## config.mk

```make
export PLATFORM = sky130hd
export DESIGN_NAME = pid_controller_antiwindup_core
export DESIGN_NICKNAME = d
export VERILOG_FILES = /design/src/rtl/pidc_pkg.sv /design/src/rtl/pid_controller_antiwindup_core.sv /design/src/rtl/pidc_mul.sv /design/src/rtl/pidc_div.sv
export SDC_FILE = /design/constraint.sdc
export NUM_CORES = 2
export LEC_CHECK = 0
export ABC_CLOCK_PERIOD_IN_PS = 8000
export BUFFER_PORTS_ARGS = -buffer_cell sky130_fd_sc_hd__buf_2
export CORE_MARGIN = 10
export CORE_UTILIZATION = 55
export CTS_CLUSTER_DIAMETER = 100
export DETAILED_ROUTE_END_ITERATION = 10
export PLACE_DENSITY = 0.75
export SLEW_MARGIN = 10
export SYNTH_ARGS = -nofsm -noshare
export SYNTH_HDL_FRONTEND = slang
export SYNTH_SLANG_ARGS = --single-unit
```

## constraint.sdc

```tcl
create_clock -name clk -period 8 [get_ports clk]
set_input_delay 1.2 -clock clk [delete_from_list [all_inputs] [get_ports clk]]
set_output_delay 1.2 -clock clk [all_outputs]
set_load 0.03 [all_outputs]
```

## src/rtl/pidc_pkg.sv

```systemverilog
package pidc_pkg;

    // Field widths
    localparam int DATA_W      = 16;   // measurement, setpoint, gains, limits
    localparam int ERR_W       = 17;   // setpoint minus measurement
    localparam int TICK_W      = 32;   // millisecond tick
    localparam int TERM_W      = 32;   // reported P, I and D terms
    localparam int CFG_INDEX_W = 3;

    // Integral arithmetic: step magnitude |error| * elapsed, Q.16 fraction
    localparam int MAG_W       = DATA_W + TICK_W;       // 48
    localparam int FRAC_W      = 16;
    localparam int I_DVD_W     = MAG_W + FRAC_W;        // 64
    localparam int INC_SAT_BIT = 40;                    // step saturates at 2^40
    localparam int ACC_W       = 32;                    // clamped integral fits here

    // Serial multiplier: right operand is a gain or a 16-bit magnitude
    localparam int MUL_B_W     = ERR_W;

    // Default tick rate
    localparam int TPS_DEFAULT = 1000;

endpackage

```

## src/rtl/pid_controller_antiwindup_core.sv

```systemverilog
// PID controller with anti-windup, fixed point. Each accepted word carries a
// measurement, a setpoint and the millisecond tick; one result word follows with
// the clamped control value, the error and the P, I and D terms. The integral is
// kept in Q.16, clamped to limit_low..limit_high, and the derivative is the change
// in measurement per second (zero when no tick has elapsed). Gains are signed Q8.8.
// One word is processed at a time: between one acceptance and the next lie five
// 17-step multiplications on one shared serial multiplier, one 64-step serial
// division for the integral step (the derivative division runs beside it), and
// the sequencing and sum states. A finished result waits in its output register,
// so the next word may be accepted before the result is taken. Configuration
// writes are taken at any cycle, but are meant to happen only while no word is in
// flight.
module pid_controller_antiwindup_core #(
    parameter int TICKS_PER_SECOND = pidc_pkg::TPS_DEFAULT
) (
    input  logic                                clk,
    input  logic                                rst_n,
    // sample channel
    input  logic                                sample_valid,
    output logic                                sample_stall,
    input  logic signed [pidc_pkg::DATA_W-1:0]  measured,
    input  logic signed [pidc_pkg::DATA_W-1:0]  setpoint,
    input  logic [pidc_pkg::TICK_W-1:0]         tick_now,
    // result channel
    output logic                                result_valid,
    input  logic                                result_stall,
    output logic signed [pidc_pkg::DATA_W-1:0]  control,
    output logic signed [pidc_pkg::ERR_W-1:0]   error_out,
    output logic signed [pidc_pkg::TERM_W-1:0]  p_term,
    output logic signed [pidc_pkg::TERM_W-1:0]  i_term,
    output logic signed [pidc_pkg::TERM_W-1:0]  d_term,
    // configuration write channel
    input  logic                                cfg_valid,
    output logic                                cfg_ready,
    input  logic [pidc_pkg::CFG_INDEX_W-1:0]    cfg_index,
    input  logic [pidc_pkg::DATA_W-1:0]         cfg_data
);

    import pidc_pkg::*;

    // Derived widths
    localparam int TPS_W    = $clog2(TICKS_PER_SECOND + 1);
    localparam int DM_W     = DATA_W + TPS_W;            // |diff| * ticks per second
    localparam int DERIV_W  = DM_W + 1;
    localparam int A_W      = (TICK_W + 1 > DERIV_W) ? TICK_W + 1 : DERIV_W;
    localparam int B_W      = MUL_B_W;
    localparam int P_W      = A_W + B_W;
    localparam int PPROD_W  = DATA_W + ERR_W;
    localparam int IPROD_W  = DATA_W + ACC_W;
    localparam int DPROD_W  = DATA_W + DERIV_W;
    localparam int SUM_W    = DPROD_W + 2;
    localparam int INC_W    = INC_SAT_BIT + 1;
    localparam int STEP_W   = INC_W + 1;
    localparam int ASUM_W   = STEP_W + 1;
    localparam int SATX_W   = DPROD_W + TERM_W;

    // Register indexes
    localparam logic [CFG_INDEX_W-1:0] CFG_GAIN_P     = 3'd0;
    localparam logic [CFG_INDEX_W-1:0] CFG_GAIN_I     = 3'd1;
    localparam logic [CFG_INDEX_W-1:0] CFG_GAIN_D     = 3'd2;
    localparam logic [CFG_INDEX_W-1:0] CFG_LIMIT_HIGH = 3'd3;
    localparam logic [CFG_INDEX_W-1:0] CFG_LIMIT_LOW  = 3'd4;

    localparam logic signed [DATA_W-1:0] GAIN_P_RST     = 16'sd256;
    localparam logic signed [DATA_W-1:0] LIMIT_HIGH_RST = 16'sd1000;
    localparam logic signed [DATA_W-1:0] LIMIT_LOW_RST  = -16'sd1000;

    typedef enum logic [4:0] {
        S_IDLE,
        S_MAG_GO,  S_MAG_WAIT,
        S_DM_GO,   S_DM_WAIT,
        S_DIV_GO,  S_DIV_WAIT,
        S_ACC,
        S_P_GO,    S_P_WAIT,
        S_I_GO,    S_I_WAIT,
        S_D_GO,    S_D_WAIT,
        S_SUM1,    S_SUM2,
        S_OUT
    } state_t;

    state_t state_reg;

    // Configuration
    logic signed [DATA_W-1:0] gain_p_reg;
    logic signed [DATA_W-1:0] gain_i_reg;
    logic signed [DATA_W-1:0] gain_d_reg;
    logic signed [DATA_W-1:0] limit_high_reg;
    logic signed [DATA_W-1:0] limit_low_reg;

    // Controller state
    logic [TICK_W-1:0]        last_tick_reg;
    logic signed [DATA_W-1:0] last_measured_reg;
    logic signed [ACC_W-1:0]  acc_reg;

    // Per-word working registers
    logic signed [ERR_W-1:0]   err_reg;
    logic signed [ERR_W-1:0]   diff_reg;
    logic [TICK_W-1:0]         elapsed_reg;
    logic [MAG_W-1:0]          mag_reg;
    logic [DM_W-1:0]           dm_reg;
    logic signed [DERIV_W-1:0] deriv_reg;
    logic signed [PPROD_W-1:0] pprod_reg;
    logic signed [IPROD_W-1:0] iprod_reg;
    logic signed [DPROD_W-1:0] dprod_reg;
    logic signed [SUM_W-1:0]   sum_reg;

    // Result register
    logic                      result_valid_reg;
    logic signed [DATA_W-1:0]  control_reg;
    logic signed [ERR_W-1:0]   error_reg;
    logic signed [TERM_W-1:0]  p_term_reg;
    logic signed [TERM_W-1:0]  i_term_reg;
    logic signed [TERM_W-1:0]  d_term_reg;

    // Unit handshakes
    logic                  mul_start;
    logic signed [A_W-1:0] mul_a;
    logic signed [B_W-1:0] mul_b;
    logic                  mul_busy;
    logic signed [P_W-1:0] mul_product;
    logic                  div_start;
    logic                  divi_busy;
    logic [I_DVD_W-1:0]    divi_quo;
    logic                  divd_busy;
    logic [DM_W-1:0]       divd_quo;

    logic                  sample_take;
    logic                  result_free;
    logic                  result_load;

    // Combinational datapath values
    logic [ERR_W-1:0]          err_mag;
    logic [ERR_W-1:0]          diff_mag;
    logic                      inc_sat;
    logic [INC_W-1:0]          inc;
    logic signed [STEP_W-1:0]  step;
    logic signed [ASUM_W-1:0]  acc_sum;
    logic signed [ASUM_W-1:0]  acc_hi;
    logic signed [ASUM_W-1:0]  acc_lo;
    logic signed [ACC_W-1:0]   acc_new;
    logic signed [DERIV_W-1:0] deriv_new;
    logic signed [SUM_W-1:0]   ctl_full;
    logic signed [DATA_W-1:0]  ctl_clamped;
    logic signed [SATX_W-1:0]  dsh;
    logic signed [TERM_W-1:0]  d_term_sat;

    assign sample_take = sample_valid && !sample_stall;
    assign result_free = !result_valid_reg || !result_stall;
    assign result_load = (state_reg == S_OUT) && result_free;

    // Magnitudes for the unsigned multiplications
    always_comb
    begin
        err_mag  = err_reg[ERR_W-1]  ? ERR_W'(-err_reg)  : ERR_W'(err_reg);
        diff_mag = diff_reg[ERR_W-1] ? ERR_W'(-diff_reg) : ERR_W'(diff_reg);
    end

    // Shared multiplier operand select
    always_comb
    begin
        mul_start = 1'b0;
        mul_a     = '0;
        mul_b     = '0;
        unique case (state_reg)
            S_MAG_GO:
            begin
                mul_start = 1'b1;
                mul_a     = A_W'({1'b0, elapsed_reg});
                mul_b     = B_W'(err_mag);
            end
            S_DM_GO:
            begin
                mul_start = 1'b1;
                mul_a     = A_W'(TICKS_PER_SECOND);
                mul_b     = B_W'(diff_mag);
            end
            S_P_GO:
            begin
                mul_start = 1'b1;
                mul_a     = A_W'(err_reg);
                mul_b     = B_W'(gain_p_reg);
            end
            S_I_GO:
            begin
                mul_start = 1'b1;
                mul_a     = A_W'(acc_reg);
                mul_b     = B_W'(gain_i_reg);
            end
            S_D_GO:
            begin
                mul_start = 1'b1;
                mul_a     = A_W'(deriv_reg);
                mul_b     = B_W'(gain_d_reg);
            end
            default:
            begin
                mul_start = 1'b0;
            end
        endcase
    end

    assign div_start = (state_reg == S_DIV_GO);

    // Integral step, saturated at 2^40, signed by the error, then clamped sum
    always_comb
    begin
        inc_sat = |divi_quo[I_DVD_W-1:INC_SAT_BIT];
        inc     = inc_sat ? (INC_W'(1) << INC_SAT_BIT)
                          : {1'b0, divi_quo[INC_SAT_BIT-1:0]};
        step    = err_reg[ERR_W-1] ? -$signed({1'b0, inc}) : $signed({1'b0, inc});
        acc_sum = ASUM_W'(acc_reg) + ASUM_W'(step);
        acc_hi  = ASUM_W'($signed({limit_high_reg, {FRAC_W{1'b0}}}));
        acc_lo  = ASUM_W'($signed({limit_low_reg, {FRAC_W{1'b0}}}));
        priority if (acc_sum > acc_hi)
        begin
            acc_new = ACC_W'(acc_hi);
        end
        else if (acc_sum < acc_lo)
        begin
            acc_new = ACC_W'(acc_lo);
        end
        else
        begin
            acc_new = ACC_W'(acc_sum);
        end
    end

    // Derivative, zero when no time has passed
    always_comb
    begin
        if (elapsed_reg == '0)
        begin
            deriv_new = '0;
        end
        else if (diff_reg[ERR_W-1])
        begin
            deriv_new = -$signed({1'b0, divd_quo});
        end
        else
        begin
            deriv_new = $signed({1'b0, divd_quo});
        end
    end

    // Control value: floor of the Q8.8 sum, clamped (upper test first)
    always_comb
    begin
        ctl_full = sum_reg >>> 8;
        priority if (ctl_full > SUM_W'(limit_high_reg))
        begin
            ctl_clamped = limit_high_reg;
        end
        else if (ctl_full < SUM_W'(limit_low_reg))
        begin
            ctl_clamped = limit_low_reg;
        end
        else
        begin
            ctl_clamped = DATA_W'(ctl_full);
        end
    end

    // D term saturated to 32 bits
    always_comb
    begin
        dsh = SATX_W'(dprod_reg >>> 8);
        if (dsh == SATX_W'($signed(dsh[TERM_W-1:0])))
        begin
            d_term_sat = dsh[TERM_W-1:0];
        end
        else if (dsh[SATX_W-1])
        begin
            d_term_sat = {1'b1, {(TERM_W-1){1'b0}}};
        end
        else
        begin
            d_term_sat = {1'b0, {(TERM_W-1){1'b1}}};
        end
    end

    // Sequencer, state, configuration and result register
    always_ff @(posedge clk or negedge rst_n)
    begin
        if (!rst_n)
        begin
            state_reg         <= S_IDLE;
            gain_p_reg        <= GAIN_P_RST;
            gain_i_reg        <= '0;
            gain_d_reg        <= '0;
            limit_high_reg    <= LIMIT_HIGH_RST;
            limit_low_reg     <= LIMIT_LOW_RST;
            last_tick_reg     <= '0;
            last_measured_reg <= '0;
            acc_reg           <= '0;
            err_reg           <= '0;
            diff_reg          <= '0;
            elapsed_reg       <= '0;
            mag_reg           <= '0;
            dm_reg            <= '0;
            deriv_reg         <= '0;
            pprod_reg         <= '0;
            iprod_reg         <= '0;
            dprod_reg         <= '0;
            sum_reg           <= '0;
            result_valid_reg  <= 1'b0;
            control_reg       <= '0;
            error_reg         <= '0;
            p_term_reg        <= '0;
            i_term_reg        <= '0;
            d_term_reg        <= '0;
        end
        else
        begin
            // configuration writes
            if (cfg_valid && cfg_ready)
            begin
                unique case (cfg_index)
                    CFG_GAIN_P:     gain_p_reg     <= $signed(cfg_data);
                    CFG_GAIN_I:     gain_i_reg     <= $signed(cfg_data);
                    CFG_GAIN_D:     gain_d_reg     <= $signed(cfg_data);
                    CFG_LIMIT_HIGH: limit_high_reg <= $signed(cfg_data);
                    CFG_LIMIT_LOW:  limit_low_reg  <= $signed(cfg_data);
                    default:
                    begin
                        gain_p_reg <= gain_p_reg;
                    end
                endcase
            end

            // result valid: a new word may replace one taken at the same edge
            if (result_load)
            begin
                result_valid_reg <= 1'b1;
            end
            else if (result_valid_reg && !result_stall)
            begin
                result_valid_reg <= 1'b0;
            end

            unique case (state_reg)
                S_IDLE:
                begin
                    if (sample_take)
                    begin
                        err_reg           <= ERR_W'(setpoint) - ERR_W'(measured);
                        diff_reg          <= ERR_W'(measured) - ERR_W'(last_measured_reg);
                        elapsed_reg       <= tick_now - last_tick_reg;
                        last_tick_reg     <= tick_now;
                        last_measured_reg <= measured;
                        state_reg         <= S_MAG_GO;
                    end
                end
                S_MAG_GO:
                begin
                    state_reg <= S_MAG_WAIT;
                end
                S_MAG_WAIT:
                begin
                    if (!mul_busy)
                    begin
                        mag_reg   <= mul_product[MAG_W-1:0];
                        state_reg <= S_DM_GO;
                    end
                end
                S_DM_GO:
                begin
                    state_reg <= S_DM_WAIT;
                end
                S_DM_WAIT:
                begin
                    if (!mul_busy)
                    begin
                        dm_reg    <= mul_product[DM_W-1:0];
                        state_reg <= S_DIV_GO;
                    end
                end
                S_DIV_GO:
                begin
                    state_reg <= S_DIV_WAIT;
                end
                S_DIV_WAIT:
                begin
                    if (!divi_busy && !divd_busy)
                    begin
                        state_reg <= S_ACC;
                    end
                end
                S_ACC:
                begin
                    acc_reg   <= acc_new;
                    deriv_reg <= deriv_new;
                    state_reg <= S_P_GO;
                end
                S_P_GO:
                begin
                    state_reg <= S_P_WAIT;
                end
                S_P_WAIT:
                begin
                    if (!mul_busy)
                    begin
                        pprod_reg <= mul_product[PPROD_W-1:0];
                        state_reg <= S_I_GO;
                    end
                end
                S_I_GO:
                begin
                    state_reg <= S_I_WAIT;
                end
                S_I_WAIT:
                begin
                    if (!mul_busy)
                    begin
                        iprod_reg <= mul_product[IPROD_W-1:0];
                        state_reg <= S_D_GO;
                    end
                end
                S_D_GO:
                begin
                    state_reg <= S_D_WAIT;
                end
                S_D_WAIT:
                begin
                    if (!mul_busy)
                    begin
                        dprod_reg <= mul_product[DPROD_W-1:0];
                        state_reg <= S_SUM1;
                    end
                end
                S_SUM1:
                begin
                    sum_reg   <= SUM_W'(pprod_reg) + SUM_W'(iprod_reg >>> FRAC_W);
                    state_reg <= S_SUM2;
                end
                S_SUM2:
                begin
                    sum_reg   <= sum_reg + SUM_W'(dprod_reg);
                    state_reg <= S_OUT;
                end
                S_OUT:
                begin
                    // load the result word once the output register is free
                    if (result_load)
                    begin
                        control_reg      <= ctl_clamped;
                        error_reg        <= err_reg;
                        p_term_reg       <= TERM_W'(pprod_reg >>> 8);
                        i_term_reg       <= TERM_W'(iprod_reg >>> (FRAC_W + 8));
                        d_term_reg       <= d_term_sat;
                        state_reg        <= S_IDLE;
                    end
                end
                default:
                begin
                    state_reg <= S_IDLE;
                end
            endcase
        end
    end

    // Shared serial multiplier
    pidc_mul #(
        .A_W (A_W),
        .B_W (B_W)
    ) u_mul (
        .clk     (clk),
        .rst_n   (rst_n),
        .start   (mul_start),
        .a       (mul_a),
        .b       (mul_b),
        .busy    (mul_busy),
        .product (mul_product)
    );

    // Integral step: (|error| * elapsed * 2^16) / ticks per second
    pidc_div #(
        .DVD_W (I_DVD_W),
        .DVS_W (TPS_W)
    ) u_div_int (
        .clk      (clk),
        .rst_n    (rst_n),
        .start    (div_start),
        .dividend ({mag_reg, {FRAC_W{1'b0}}}),
        .divisor  (TPS_W'(TICKS_PER_SECOND)),
        .busy     (divi_busy),
        .quotient (divi_quo)
    );

    // Derivative: (|diff| * ticks per second) / elapsed
    pidc_div #(
        .DVD_W (DM_W),
        .DVS_W (TICK_W)
    ) u_div_der (
        .clk      (clk),
        .rst_n    (rst_n),
        .start    (div_start),
        .dividend (dm_reg),
        .divisor  (elapsed_reg),
        .busy     (divd_busy),
        .quotient (divd_quo)
    );

    assign sample_stall = (state_reg != S_IDLE);
    assign cfg_ready    = 1'b1;
    assign result_valid = result_valid_reg;
    assign control      = control_reg;
    assign error_out    = error_reg;
    assign p_term       = p_term_reg;
    assign i_term       = i_term_reg;
    assign d_term       = d_term_reg;

endmodule

```

## src/rtl/pidc_mul.sv

```systemverilog
// Radix-2 serial multiplier, two's complement on both operands.
// Scans b from its LSB, one bit per cycle; the last (sign) bit subtracts.
module pidc_mul #(
    parameter int A_W = pidc_pkg::TICK_W + 1,
    parameter int B_W = pidc_pkg::MUL_B_W
) (
    input  logic                   clk,
    input  logic                   rst_n,
    input  logic                   start,
    input  logic signed [A_W-1:0]  a,
    input  logic signed [B_W-1:0]  b,
    output logic                   busy,
    output logic signed [A_W+B_W-1:0] product
);

    localparam int CNT_W = $clog2(B_W + 1);

    logic [CNT_W-1:0]      cnt_reg;
    logic signed [A_W-1:0] a_reg;
    logic signed [A_W:0]   hi_reg;
    logic [B_W-1:0]        lo_reg;

    logic                  last_bit;
    logic signed [A_W+1:0] a_ext;
    logic signed [A_W+1:0] addend;
    logic signed [A_W+1:0] sum;

    // One partial product per cycle
    always_comb
    begin
        last_bit = (cnt_reg == CNT_W'(1));
        a_ext    = (A_W+2)'(a_reg);
        if (!lo_reg[0])
        begin
            addend = '0;
        end
        else if (last_bit)
        begin
            addend = -a_ext;
        end
        else
        begin
            addend = a_ext;
        end
        sum = (A_W+2)'(hi_reg) + addend;
    end

    // Step counter
    always_ff @(posedge clk or negedge rst_n)
    begin
        if (!rst_n)
        begin
            cnt_reg <= '0;
        end
        else if (start)
        begin
            cnt_reg <= CNT_W'(B_W);
        end
        else if (busy)
        begin
            cnt_reg <= cnt_reg - CNT_W'(1);
        end
    end

    // Product shift register: partial sum on top, multiplier bits shift out below
    always_ff @(posedge clk)
    begin
        if (start)
        begin
            a_reg  <= a;
            hi_reg <= '0;
            lo_reg <= b;
        end
        else if (busy)
        begin
            hi_reg <= sum[A_W+1:1];
            lo_reg <= {sum[0], lo_reg[B_W-1:1]};
        end
    end

    assign busy    = (cnt_reg != '0);
    assign product = $signed({hi_reg[A_W-1:0], lo_reg});

endmodule

```

## src/rtl/pidc_div.sv

```systemverilog
// Unsigned restoring divider, one quotient bit per cycle.
// Dividend and divisor must stay stable while busy.
module pidc_div #(
    parameter int DVD_W = pidc_pkg::I_DVD_W,
    parameter int DVS_W = pidc_pkg::TICK_W
) (
    input  logic             clk,
    input  logic             rst_n,
    input  logic             start,
    input  logic [DVD_W-1:0] dividend,
    input  logic [DVS_W-1:0] divisor,
    output logic             busy,
    output logic [DVD_W-1:0] quotient
);

    localparam int CNT_W = $clog2(DVD_W + 1);

    logic [CNT_W-1:0] cnt_reg;
    logic [DVS_W-1:0] rem_reg;
    logic [DVD_W-1:0] quo_reg;

    logic [DVS_W:0]   trial;
    logic [DVS_W:0]   diff;
    logic             fits;

    // Shift in the next dividend bit, subtract if the divisor fits
    always_comb
    begin
        trial = {rem_reg, quo_reg[DVD_W-1]};
        diff  = trial - {1'b0, divisor};
        fits  = (trial >= {1'b0, divisor});
    end

    always_ff @(posedge clk or negedge rst_n)
    begin
        if (!rst_n)
        begin
            cnt_reg <= '0;
        end
        else if (start)
        begin
            cnt_reg <= CNT_W'(DVD_W);
        end
        else if (busy)
        begin
            cnt_reg <= cnt_reg - CNT_W'(1);
        end
    end

    // Dividend bits leave at the top while quotient bits enter at the bottom
    always_ff @(posedge clk)
    begin
        if (start)
        begin
            rem_reg <= '0;
            quo_reg <= dividend;
        end
        else if (busy)
        begin
            rem_reg <= fits ? diff[DVS_W-1:0] : trial[DVS_W-1:0];
            quo_reg <= {quo_reg[DVD_W-2:0], fits};
        end
    end

    assign busy     = (cnt_reg != '0);
    assign quotient = quo_reg;

endmodule
```

==> results.tsv <==
metric	value	unit
core box area	0.0921	sq mm
GR Util All Layers	0.284	
clk_skew	23.6	ps
Final GP Congestion	0.953	
# rows	111	
Place WS	120	ps
clk sinks	833	
drt via density	6.11	
Yosys top cell area share	0.294	
setup slack, reg-to-reg	260	ps
CTS tree	done	
Syn. warnings	0	
fmax	129	MHz
Die Y	325	microns
die width	325	microns
count leader, synth	nand2_1	
largest net degree at the start of global routing	174	
Main synth FF type	dfrtp_1	
Synth Register Bits	833	
dominant cells by area after synthesis	dfrtp_1 (29%), ha_1 (9.4%), edfxtp_1 (7.3%)	
CP Launch Type	flip-flop	
Congestion Overflow GR	0	
area growth from synthesis to final layout	11.7	%
final wirelength	155000	microns
vias in the first global route	41800	
clock root cell	clkbuf_16	
Seq/Total Area, Yosys	0.410	
worst-path fanout max	17	
crit path from	u_div_int.quotient[49]	
max reg flops	64	
Final Hold Viols	0	
antenna viol nets, final	0	
Cell Count, Final, Fillers Out	7057	
Clock transition at path regs	60	ps
Post-Syn Area	0.0513	sq mm
Slew Limit Headroom	0.225	
Slowest-stage cell, CP	edfxtp_1	
DP HPWL	113000	microns
post-route cell area	0.0573	sq mm
IO buf count	218	
CTS H-tree lvls	3	
Worst VDD drop	0.000273	V
Synth Net Count	6050	
dpl cells	6868	
status	finished, final reports clean	
minimum clock period after layout	7740	ps
total number of vias	43100	
setup ws final	261	ps
TritonRoute pass-1 iters	6	
syn avg cell area	9.22	sq um
Final Cycle Share	0.967	
Cell Pwr Density	407	mW/mm^2
final setup TNS	0	ps
Worst Path Required	8620	ps
initial DRC count	4371	
I/O pin total	220	
Residual DRC	0	
number of hold buffers added after cts	0	
worst slew pin tran	1160	ps
clk_lat worst skew	690	ps
library cells used by synthesis	89	
maxcap violations	0	
layout cells sized above 1	0.149	
leading area contributor after synthesis	dfrtp_1	
CTS Buf Count	93	
async set-reset flop share out of synthesis	0.741	
Crit. End Element	flip-flop	
EDFF count, synth	124	
nets	6207	
Hold WC Path Type	flip-flop to flip-flop	
Syn Inst Count	5568	
drt wl/cell	22.0	microns
final setup vio count	0	
initial antenna violation count	12	
Crit path largest cell delay	420	ps
Initial Util	0.557	
Setup CP Type	flip-flop to flip-flop	
Worst R2R Start	u_div_int.quotient[49]	
Final Max Slew Viols	0	
die area	0.106	sq mm
top cells by count, synth	nand2_1 (929), dfrtp_1 (602), ha_1 (386), o21ai_0 (383), a21oi_1 (379)	
Clock Path Buffers	3	
leakage	27.6	nW
first-pass GRT wire length	240000	microns
start point of the worst min-delay path	error_out[15]	
CP Data Arrival Time	8360	ps
placed cell areas	0.0538	sq mm
[logic make-up (layout without fill, tap and decap cells)]
kind of cell | after synthesis | after routing | share of synthesized area
other cells | 1 | 9 | 0.0000731
simple gates | 1845 | 1845 | 0.162
fa+ha+maj | 394 | 394 | 0.0972
flops | 833 | 833 | 0.410
buf+inv | 470 | 708 | 0.0357
compound gates | 1389 | 1389 | 0.172
mux | 330 | 330 | 0.0715
xor+xnor | 306 | 306 | 0.0522
[report_power, final]
part | total, mW | internal [mW] | switching (mW)
Sequential | 8.04 | 6.04 | 2.00
Clock | 4.60 | 2.74 | 1.86
Combinational | 10.7 | 4.45 | 6.21
[critical path, delay by kind of cell (launching register included)]
family                   cells  cell delay [ps]
AO/OA/AOI/OAI               10             1950
XOR/XNOR                     1              170
adder cells (fa/ha/maj)      3              890
buffers and inverters        7             1140
flip-flops                   1              420
AND/OR/NAND/NOR             16             3080
[layout by cell type (no fill, tap or decap), drive strengths merged, types with 38 or more instances in the layout]
cell,synthesis,final
nand2,930,930
dfrtp,602,602
o21ai,388,388
ha,386,386
a21oi,379,379
buf,44,311
nor2,307,307
mux2,292,292
inv,221,229
xnor2,172,172
a21o,138,138
nand3,136,136
xor2,134,134
clkbuf,205,133
edfxtp,124,124
dfxtp,92,92
nor3,77,77
nand4,65,65
nand2b,58,58
o31ai,57,57
a211oi,53,53
o21a,51,51
nor2b,46,46
and3,41,41
and2,38,38
or3,38,38
mux2i,38,38
nor4,38,38
[metrics by stage]
stage / utilization / hold WS, ps / power [mW]
floorplan: - / 436 / 15.0
global placement: 0.585 / 448 / 18.1
detailed placement: 0.585 / 459 / 18.4
CTS: 0.621 / 469 / 23.1
global route: 0.622 / 490 / 24.9
finish: 0.623 / 466 / 23.3
[cell type report]
cell class / count / area (sq um)
Inverter: 221 / 830
Clock inverter: 43 / 614
Tap cell: 1243 / 1560
Fill cell: 7688 / 34800
Multi-Input combinational cell: 4265 / 28800
Sequential cell: 833 / 21000
Antenna cell: 8 / 20.0
Timing Repair Buffer: 311 / 1830
Clock buffer: 133 / 2680
[timing repair]
action | in CTS | in global routing
pin swaps | 0 | 8
endpoints found under the setup margin | 24 | 32
setup buffers | 0 | 4
gates resized for setup | 2 | 26
gates cloned | 0 | 1
endpoints found under the hold margin | 0 | 0
[path summary, 6_finish.rpt]
check                                  end  cells after the start
hold / removal               error_out[15]                      2
hold reg to reg              error_out[15]                      2
setup / recovery               acc_reg[12]                     37
max in group asynchronous  elapsed_reg[26]                      3
min in group asynchronous        d_term[8]                      1
setup reg to reg               acc_reg[12]                     37
[routing by layer]
metal | vias up | GRT usage | wire length (microns)
li1 | 20300 | - | -
met1 | 20800 | 0.357 | 62900
met2 | 1671 | 0.457 | 71300
met3 | 423 | 0.0622 | 12400
met4 | 2 | 0.149 | 8930
met5 | - | 0 | 9
No activity file was read; power rests on OpenSTA's default activity.
